==> src/sv/dots_pkg.sv <==
//------------------------------------------------------------------------------
// dots_pkg
// shared types, codes and constants of the deadline ordered timer set
//------------------------------------------------------------------------------
`timescale 1ns / 1ps

package dots_pkg;

    localparam int unsigned NUM_TIMERS_DEF = 8;
    localparam int unsigned MASK_W         = 8;
    localparam int unsigned ID_W           = 3;
    localparam int unsigned TICK_W         = 32;
    localparam int unsigned ADV_W          = 16;
    localparam int unsigned PER_W          = 16;

    localparam logic [2:0] OP_TICK    = 3'd0;
    localparam logic [2:0] OP_START   = 3'd1;
    localparam logic [2:0] OP_RESTART = 3'd2;
    localparam logic [2:0] OP_STOP    = 3'd3;
    localparam logic [2:0] OP_QUERY   = 3'd4;

    localparam logic KIND_EVENT  = 1'b0;
    localparam logic KIND_STATUS = 1'b1;

    typedef struct packed {
        logic [2:0]        operation;
        logic [ID_W-1:0]   timer_id;
        logic [TICK_W-1:0] interval_value;
        logic [ADV_W-1:0]  tick_advance;
    } t_in_item;

    typedef struct packed {
        logic              result_kind;
        logic [ID_W-1:0]   slot_id;
        logic [PER_W-1:0]  periods_elapsed;
        logic [TICK_W-1:0] remaining_ticks;
        logic              slot_active;
        logic [TICK_W-1:0] slot_interval;
        logic [TICK_W-1:0] next_wait;
        logic              last_result;
    } t_out_item;

endpackage

==> src/sv/deadline_ordered_timer_set.sv <==
//------------------------------------------------------------------------------
// deadline_ordered_timer_set
// timer slots kept in deadline order, with a shared tick count
//------------------------------------------------------------------------------
// usage:
//   i_in_valid/o_in_ready take one request transaction (tick, start, restart,
//   stop, query); o_out_valid/i_out_ready return zero or more expiry events
//   and then one status transaction flagged by last_result.
//   i_cfg_valid/o_cfg_ready writes the periodic mask; write it only when idle.
// timing:
//   one request at a time. A start or restart walks the slots once to find its
//   place; a tick adds, per event, one slot scan plus a bit-serial divider for
//   a periodic catch-up and a reinsertion scan. All remaining-time compares go
//   through one shared subtract/compare unit visiting one slot per cycle
//   while no pending result holds the sequencer.
// reset:
//   synchronous active-low reset stops every slot and clears tick count,
//   starts, intervals and mask.
// stall:
//   a pending result holds in the output register while o_out_valid is high;
//   the sequencer waits until it is taken.
//------------------------------------------------------------------------------
`timescale 1ns / 1ps

module deadline_ordered_timer_set #(
    parameter int unsigned NUM_TIMERS = dots_pkg::NUM_TIMERS_DEF
) (
    input  logic                i_clk,
    input  logic                i_rst_n,
    input  logic                i_in_valid,
    output logic                o_in_ready,
    input  dots_pkg::t_in_item  i_in_data,
    output logic                o_out_valid,
    input  logic                i_out_ready,
    output dots_pkg::t_out_item o_out_data,
    input  logic                i_cfg_valid,
    output logic                o_cfg_ready,
    input  logic [dots_pkg::MASK_W-1:0] i_cfg_data
);
    import dots_pkg::*;

    localparam int unsigned SW = (NUM_TIMERS > 1) ? $clog2(NUM_TIMERS) : 1;
    localparam int unsigned CW = $clog2(NUM_TIMERS + 1);
    localparam int unsigned DW = 6;

    typedef enum logic [9:0] {
        S_IDLE   = 10'b0000000001,
        S_DECODE = 10'b0000000010,
        S_HEAD   = 10'b0000000100,
        S_CHECK  = 10'b0000001000,
        S_DIV    = 10'b0000010000,
        S_INS    = 10'b0000100000,
        S_PLACE  = 10'b0001000000,
        S_EVENT  = 10'b0010000000,
        S_STAT   = 10'b0100000000,
        S_OUT    = 10'b1000000000
    } t_state;

    t_state                 r_state;
    logic [MASK_W-1:0]      r_mask;
    logic [TICK_W-1:0]      r_now;
    logic [TICK_W-1:0]      r_start  [NUM_TIMERS];
    logic [TICK_W-1:0]      r_period [NUM_TIMERS];
    logic [NUM_TIMERS-1:0]  r_run;
    logic [SW-1:0]          r_rank   [NUM_TIMERS];
    t_in_item               r_req;
    logic [SW-1:0]          r_cur;
    logic [SW-1:0]          r_scan;
    logic [CW-1:0]          r_pos;
    logic [TICK_W-1:0]      r_rem;
    logic [TICK_W-1:0]      r_el;
    logic [TICK_W-1:0]      r_quo;
    logic [TICK_W:0]        r_part;
    logic [DW-1:0]          r_dcnt;
    logic [PER_W-1:0]       r_per;
    logic [TICK_W-1:0]      r_wait;
    logic                   r_out_valid;
    t_out_item              r_out;

    // shared unit: elapsed and remaining time of one slot
    logic [SW-1:0]          u_slot;
    logic [TICK_W-1:0]      u_iv, u_el, u_rem;
    logic                   u_due;

    function automatic logic [TICK_W-1:0] f_eff(input logic per, input logic [TICK_W-1:0] p);
        f_eff = (per && p == '0) ? TICK_W'(1) : p;
    endfunction

    function automatic logic f_per(input logic [MASK_W-1:0] m, input logic [SW-1:0] s);
        logic r;
        r = 1'b0;
        for (int k = 0; k < MASK_W; k++) begin
            if (k < NUM_TIMERS && SW'(k) == s) begin
                r = m[k];
            end
        end
        f_per = r;
    endfunction

    function automatic t_out_item f_event(input logic [SW-1:0] s,
                                          input logic [PER_W-1:0] per);
        t_out_item o;
        o                 = '0;
        o.result_kind     = KIND_EVENT;
        o.slot_id         = ID_W'(s);
        o.periods_elapsed = per;
        f_event = o;
    endfunction

    function automatic t_out_item f_status(input logic [ID_W-1:0] id,
                                           input logic [TICK_W-1:0] w,
                                           input logic ok,
                                           input logic [TICK_W-1:0] rem,
                                           input logic act,
                                           input logic [TICK_W-1:0] iv);
        t_out_item o;
        o             = '0;
        o.result_kind = KIND_STATUS;
        o.slot_id     = id;
        o.next_wait   = w;
        o.last_result = 1'b1;
        if (ok) begin
            o.remaining_ticks = rem;
            o.slot_active     = act;
            o.slot_interval   = iv;
        end
        f_status = o;
    endfunction

    always_comb begin
        u_iv  = f_eff(f_per(r_mask, u_slot), r_period[u_slot]);
        u_el  = r_now - r_start[u_slot];
        u_due = !(u_el < u_iv);
        u_rem = u_due ? '0 : (u_iv - u_el);
    end

    // slot holding a given rank, looked up for the scan rank
    logic [SW-1:0] w_at_slot;
    logic          w_at_hit;
    logic [CW-1:0] w_count;
    logic [SW-1:0] w_scan_rank;

    always_comb begin
        w_at_slot = '0;
        w_at_hit  = 1'b0;
        w_count   = '0;
        for (int t = 0; t < NUM_TIMERS; t++) begin
            if (r_run[t]) begin
                w_count = w_count + CW'(1);
            end
            if (r_run[t] && r_rank[t] == w_scan_rank) begin
                w_at_slot = SW'(t);
                w_at_hit  = 1'b1;
            end
        end
    end

    logic          w_id_ok;
    logic [SW-1:0] w_id;
    assign w_id    = SW'(r_req.timer_id);
    assign w_id_ok = 32'(r_req.timer_id) < NUM_TIMERS;

    // scan rank: count down from r_pos - 1 during insertion, else rank 0
    always_comb begin
        w_scan_rank = '0;
        if (r_state == S_INS) begin
            w_scan_rank = SW'(r_pos - CW'(1));
        end
    end

    always_comb begin
        u_slot = r_cur;
        if (r_state == S_CHECK || r_state == S_STAT) begin
            u_slot = w_at_slot;
        end else if (r_state == S_INS) begin
            u_slot = w_at_slot;
        end
        if (r_state == S_STAT && r_scan == SW'(1)) begin
            u_slot = w_id;
        end
    end

    logic [TICK_W:0] w_trial;
    assign w_trial = {r_part[TICK_W-1:0], r_el[TICK_W-1]} - {1'b0, u_iv};

    assign o_in_ready  = (r_state == S_IDLE);
    assign o_cfg_ready = (r_state == S_IDLE);
    assign o_out_valid = r_out_valid;
    assign o_out_data  = r_out;

    always_ff @(posedge i_clk) begin
        if (!i_rst_n) begin
            r_state     <= S_IDLE;
            r_mask      <= '0;
            r_now       <= '0;
            r_run       <= '0;
            r_out_valid <= 1'b0;
            for (int t = 0; t < NUM_TIMERS; t++) begin
                r_start[t]  <= '0;
                r_period[t] <= '0;
                r_rank[t]   <= '0;
            end
        end else begin
            if (r_out_valid && i_out_ready) begin
                r_out_valid <= 1'b0;
            end
            unique case (r_state)
                S_IDLE: begin
                    if (i_cfg_valid) begin
                        r_mask <= i_cfg_data;
                    end
                    if (i_in_valid) begin
                        r_req   <= i_in_data;
                        r_state <= S_DECODE;
                    end
                end
                S_DECODE: begin
                    if (r_req.operation == OP_TICK) begin
                        r_now   <= r_now + TICK_W'(r_req.tick_advance);
                        r_state <= S_CHECK;
                    end else if (w_id_ok && (r_req.operation == OP_START
                                 || r_req.operation == OP_RESTART
                                 || r_req.operation == OP_STOP)) begin
                        r_cur <= w_id;
                        if (r_run[w_id]) begin
                            r_run[w_id] <= 1'b0;
                            for (int t = 0; t < NUM_TIMERS; t++) begin
                                if (r_run[t] && r_rank[t] > r_rank[w_id]) begin
                                    r_rank[t] <= r_rank[t] - SW'(1);
                                end
                            end
                        end
                        if (r_req.operation == OP_STOP) begin
                            r_scan  <= '0;
                            r_state <= S_STAT;
                        end else begin
                            if (r_req.operation == OP_START) begin
                                r_period[w_id] <= r_req.interval_value;
                            end
                            r_start[w_id] <= r_now;
                            r_state       <= S_HEAD;
                        end
                    end else begin
                        r_scan  <= '0;
                        r_state <= S_STAT;
                    end
                end
                S_HEAD: begin
                    // latch own remaining time and list length, begin scan
                    r_rem   <= u_rem;
                    r_pos   <= w_count;
                    r_state <= (w_count == '0) ? S_PLACE : S_INS;
                end
                S_INS: begin
                    if (w_at_hit && !(r_rem < u_rem)) begin
                        r_state <= S_PLACE;
                    end else if (r_pos == CW'(1)) begin
                        r_pos   <= '0;
                        r_state <= S_PLACE;
                    end else begin
                        r_pos <= r_pos - CW'(1);
                    end
                end
                S_PLACE: begin
                    for (int t = 0; t < NUM_TIMERS; t++) begin
                        if (r_run[t] && CW'(r_rank[t]) >= r_pos) begin
                            r_rank[t] <= r_rank[t] + SW'(1);
                        end
                    end
                    r_rank[r_cur] <= SW'(r_pos);
                    r_run[r_cur]  <= 1'b1;
                    if (r_req.operation == OP_TICK) begin
                        r_state <= S_EVENT;
                    end else begin
                        r_scan  <= '0;
                        r_state <= S_STAT;
                    end
                end
                S_CHECK: begin
                    if (!r_out_valid) begin
                        if (w_at_hit && u_due) begin
                            r_cur <= w_at_slot;
                            r_el  <= u_el;
                            r_run[w_at_slot] <= 1'b0;
                            for (int t = 0; t < NUM_TIMERS; t++) begin
                                if (r_run[t] && r_rank[t] != '0) begin
                                    r_rank[t] <= r_rank[t] - SW'(1);
                                end
                            end
                            if (f_per(r_mask, w_at_slot)) begin
                                r_part  <= '0;
                                r_quo   <= '0;
                                r_dcnt  <= '0;
                                r_state <= S_DIV;
                            end else begin
                                r_per   <= '0;
                                r_state <= S_EVENT;
                            end
                        end else begin
                            r_scan  <= '0;
                            r_state <= S_STAT;
                        end
                    end
                end
                S_DIV: begin
                    // restoring divide, one quotient bit per cycle
                    if (!w_trial[TICK_W]) begin
                        r_part <= {1'b0, w_trial[TICK_W-1:0]};
                    end else begin
                        r_part <= {r_part[TICK_W-1:0], r_el[TICK_W-1]};
                    end
                    r_el  <= {r_el[TICK_W-2:0], 1'b0};
                    r_quo <= {r_quo[TICK_W-2:0], !w_trial[TICK_W]};
                    r_dcnt <= r_dcnt + DW'(1);
                    if (r_dcnt == DW'(TICK_W - 1)) begin
                        r_state <= S_OUT;
                    end
                end
                S_OUT: begin
                    // start advance by iv * n, using product from low 32 bits
                    r_start[r_cur] <= r_start[r_cur] + (u_iv * r_quo);
                    r_per   <= (r_quo > TICK_W'(16'hFFFF)) ? 16'hFFFF : r_quo[PER_W-1:0];
                    r_state <= S_HEAD;
                end
                S_EVENT: begin
                    if (!r_out_valid) begin
                        r_out_valid <= 1'b1;
                        r_out       <= f_event(r_cur, r_per);
                        r_state     <= S_CHECK;
                    end
                end
                S_STAT: begin
                    if (r_scan == '0) begin
                        r_wait <= w_at_hit ? u_rem : '1;
                        r_scan <= SW'(1);
                    end else if (!r_out_valid) begin
                        r_out_valid <= 1'b1;
                        r_out       <= f_status(r_req.timer_id, r_wait, w_id_ok, u_rem,
                                                r_run[w_id], r_period[w_id]);
                        r_state     <= S_IDLE;
                    end
                end
                default: r_state <= S_IDLE;
            endcase
        end
    end

endmodule

==> config.mk <==
export PLATFORM = sky130hd
export DESIGN_NAME = deadline_ordered_timer_set
export DESIGN_NICKNAME = d
export VERILOG_FILES = /design/src/sv/dots_pkg.sv /design/src/sv/deadline_ordered_timer_set.sv
export SDC_FILE = /design/constraint.sdc
export NUM_CORES = 2
export LEC_CHECK = 0
export BUFFER_PORTS_ARGS = -buffer_cell sky130_fd_sc_hd__buf_2
export CAP_MARGIN = 20
export CELL_PAD_IN_SITES_DETAIL_PLACEMENT = 1
export CELL_PAD_IN_SITES_GLOBAL_PLACEMENT = 2
export CORE_MARGIN = 3
export CORE_UTILIZATION = 35
export DETAILED_ROUTE_END_ITERATION = 10
export GPL_ROUTABILITY_DRIVEN = 0
export PLACE_DENSITY_LB_ADDON = 0.08
export SYNTH_ARGS = -nofsm -noshare
export SYNTH_HDL_FRONTEND = slang
export SYNTH_SLANG_ARGS = --single-unit
==> constraint.sdc <==
create_clock -name i_clk -period 21.2 [get_ports i_clk]
set_input_delay 1.06 -clock i_clk [delete_from_list [all_inputs] [get_ports i_clk]]
set_output_delay 1.06 -clock i_clk [all_outputs]
set_load 0.02 [all_outputs]
==> results.py <==
metrics = {
    "power": {
        "p_leak_nw": 31.77,
        "power_switching_w": 0.001462,
        "power.density_nw_per_um2": 63.40,
        "swShare_pct": 29.63,
        "p_seq_share_pct": 43.9,
        "ir_drop_mv": 0.06908,
        "clock_power_share_pct": 40.1,
        "intPower_w": 0.003473,
        "comb_power_share_pct": 16.0,
    },
    "floorplanning": {
        "die_area_um2": 205000,
        "num_rows": 163,
        "die_h_um": 452.7,
        "initial_core_util_pct": 35.31,
        "ioPinCount": 188,
        "core_um2": 197800,
        "die_x_um": 452.7,
    },
    "place": {
        "dp_cells": 9340,
        "pre_cts_ws_ns": 6.293,
        "dp_hpwl_mm": 184.1,
        "place_area_um2": 74070,
        "port_buffers": 187,
    },
    "drt": {
        "drt_wl_total_mm": 266.4,
        "vias_per_cell": 5.456,
        "drtIter0Drc": 3851,
        "dr_total_vias": 52190,
        "drc": 0,
        "wl_per_cell_um": 27.85,
        "ant_nets": 0,
        "drtPass1Iterations": 5,
    },
    "critical_path": {
        "worst_setup_path_end_kind": "flop",
        "critical_path_peak_fanout": 52,
        "critPathMostFrequentCell": "a21o_1",
        "reg2reg_from": "r_pos[1]$_DFFE_PP_",
        "crit_arrival_ns": 15.99,
        "start_kind": "flop",
        "worstPathRequired_ns": 21.91,
        "reg2reg_depth": 57,
        "path_class": "reg2reg",
        "cpMaxStageDelayCell": "o41ai_1",
        "r2r_slack_ns": 5.92,
        "crit_start": "r_pos[1]$_DFFE_PP_",
        "reg2reg_to": "r_state[7]$_SDFFE_PN0P_",
        "max_stage_delay_ns": 0.75,
    },
    "min_path": {
        "hold_path_class": "in2reg",
        "hold-path-endpoint": "r_req[47]$_DFFE_PP_",
        "hold_start": "i_in_data[47]",
        "worstHoldPathCells": 1,
    },
    "cts": {
        "hold_buffers": 0,
        "htreeDepth": 3,
        "clkLatencyLatePin_ns": 0.81,
        "clk_pin_slew_worst_paths_ns": 0.06,
        "post_cts_buffers": 0,
        "cts_max_path_buffers": 3,
        "ctsResizeCount": 0,
        "cts_buffers": 114,
        "cts_sinks": 962,
        "cts_tree": "done",
        "cts_root_buffer": "clkbuf_16",
    },
    "job": {
        "maxCapViolCount": 0,
    },
    "synth": {
        "ys_ff_latch": 962,
        "synthDistinctLibCells": 86,
        "synthTopCellsByArea": "edfxtp_1, fa_1, ha_1",
        "synth.top_cell.area_share_pct": 38.56,
        "syn_area_per_cell_um2": 10.33,
        "synth_edf_count": 897,
        "ys.flop_type": "edfxtp_1",
        "ys_warn_count": 0,
        "yosys.area.top_type": "edfxtp_1",
        "synth_nets": 7621,
        "syn_inst": 6764,
        "syn_area_um2": 69850,
        "async_reset_ff_share_pct": 0,
        "yosysSeqAreaShare_pct": 40.42,
    },
    "finish": {
        "final_cells": 9566,
        "syn_to_final_growth_pct": 11.44,
        "layout_common_cells": "nand2_1, edfxtp_1, inv_1",
        "stdcell_area_um2": 77840,
        "finalNetCount": 7678,
        "drive_gt1_share_pct": 10.58,
        "final_common_cell": "nand2_1",
    },
    "global_route": {
        "grt_pass1_wl_mm": 388.9,
        "grt_max_degree": 127,
        "antenna_found_initial": 12,
        "grt_pass1_vias": 54900,
        "overflow": 0,
        "track_usage_pct": 25.83,
    },
    "outcome": {
        "status": "complete, no violations",
    },
    "timing": {
        "rsz0062_at_grt": "no",
        "fin_ws_ns": 5.919,
        "maxSlewViolCount": 0,
        "finalHoldViolCount": 0,
        "fin_crit_ns": 15.28,
        "slew-limit-headroom_pct": 20.58,
        "setup_violations": 0,
        "setup_tns_ns": 0,
        "fin_crit_sh_pct": 72.08,
        "worst_pin_slew_ns": 1.183,
        "fin_worst_skew_ns": 0.07221,
        "max_freq_mhz": 65.44,
    },
}
-- critical path, delay by kind of cell (launching register included) --
family	cells	cell delay (ns)
buffers and inverters	5	2.13
flip-flops	1	0.46
adder cells (fa/ha/maj)	4	1.36
XOR/XNOR	2	0.56
AO/OA/AOI/OAI	32	7.56
AND/OR/NAND/NOR	14	2.99
-- area by class of cell --
cell class / count / area, um^2
multi-input combinational: 4757 / 38000
tap: 2640 / 3303
fill: 21790 / 120000
clock buffer: 146 / 3004
antenna: 7 / 17.52
timing repair buffer: 328 / 2140
inverter: 658 / 2470
sequential: 962 / 28250
clock inverter: 68 / 659.4
-- registers in the layout, indices dropped and copies added, names as in the netlist, 16 cells and up, named ones only --
name        flops
o_out_data    117
r_start       256
r_el           32
r_now          32
r_req          51
r_per          16
r_quo          32
r_rem          32
r_rank         24
r_period      256
r_wait         32
r_part         32
-- cells by family after synthesis --
logic type	synth area share [%]
AND/OR/NAND/NOR	18.38
XOR/XNOR	2.836
buffers and inverters	5.707
AO/OA/AOI/OAI	6.936
adder cells (fa/ha/maj)	18.92
multiplexers	6.798
flip-flops	40.42
-- cell usage after synthesis (all sizes together) (84+ instances only) --
cell type,number
nand3,222
nor2,536
clkbuf,303
a21oi,296
mux4,134
xnor2,151
edfxtp,897
and2,514
o21ai,148
nand2,924
and3,157
ha,348
fa,442
inv,657
mux2i,150
buf,84
-- layer usage --
layer / wire, um / GRT usage (%) / vias up
met3: 12150 / 3.271 / 260
met1: 125800 / 37.11 / 27580
li1: - / - / 23170
met5: 27 / 0 / -
met4: 5277 / 5.261 / 4
met2: 123100 / 41.88 / 1170
-- power by group through the flow --
| stage | clock (W) | combinational [W] | sequential (W) |
|---|---|---|---|
| 6_report | 0.00198 | 0.000792 | 0.00217 |
| 4_1_cts | 0.00203 | 0.000793 | 0.00217 |
| 3_3_place_gp | 0 | 0.000780 | 0.00220 |
| 5_1_grt | 0.00209 | 0.000854 | 0.00217 |
| 2_1_floorplan | 0 | 0.000466 | 0.00218 |
| 3_5_place_dp | 0 | 0.000788 | 0.00221 |
-- stage by stage --
| stage | utilization (%) | power [W] | hold slack (ns) |
|---|---|---|---|
| floorplan | - | 0.002649 | 0.4461 |
| global placement | 37.41 | 0.002984 | 0.4763 |
| detailed placement | 37.44 | 0.002994 | 0.4811 |
| CTS | 39.29 | 0.004985 | 0.3515 |
| global route | 39.34 | 0.005120 | 0.3750 |
| finish | 39.35 | 0.004936 | 0.4223 |
-- worst max-delay path by stage --
stage	to	slack (ns)	cells past startpoint
global placement	r_state[7]$_SDFFE_PN0P_	6.29	57
finish	r_state[7]$_SDFFE_PN0P_	5.92	57
detailed placement	r_state[7]$_SDFFE_PN0P_	6.29	57
global route	r_state[7]$_SDFFE_PN0P_	5.05	57
floorplan	r_dcnt[0]$_SDFFCE_PN0P_	3.45	47
CTS	r_state[7]$_SDFFE_PN0P_	6.11	57
No activity file was read; power rests on OpenSTA's default activity.
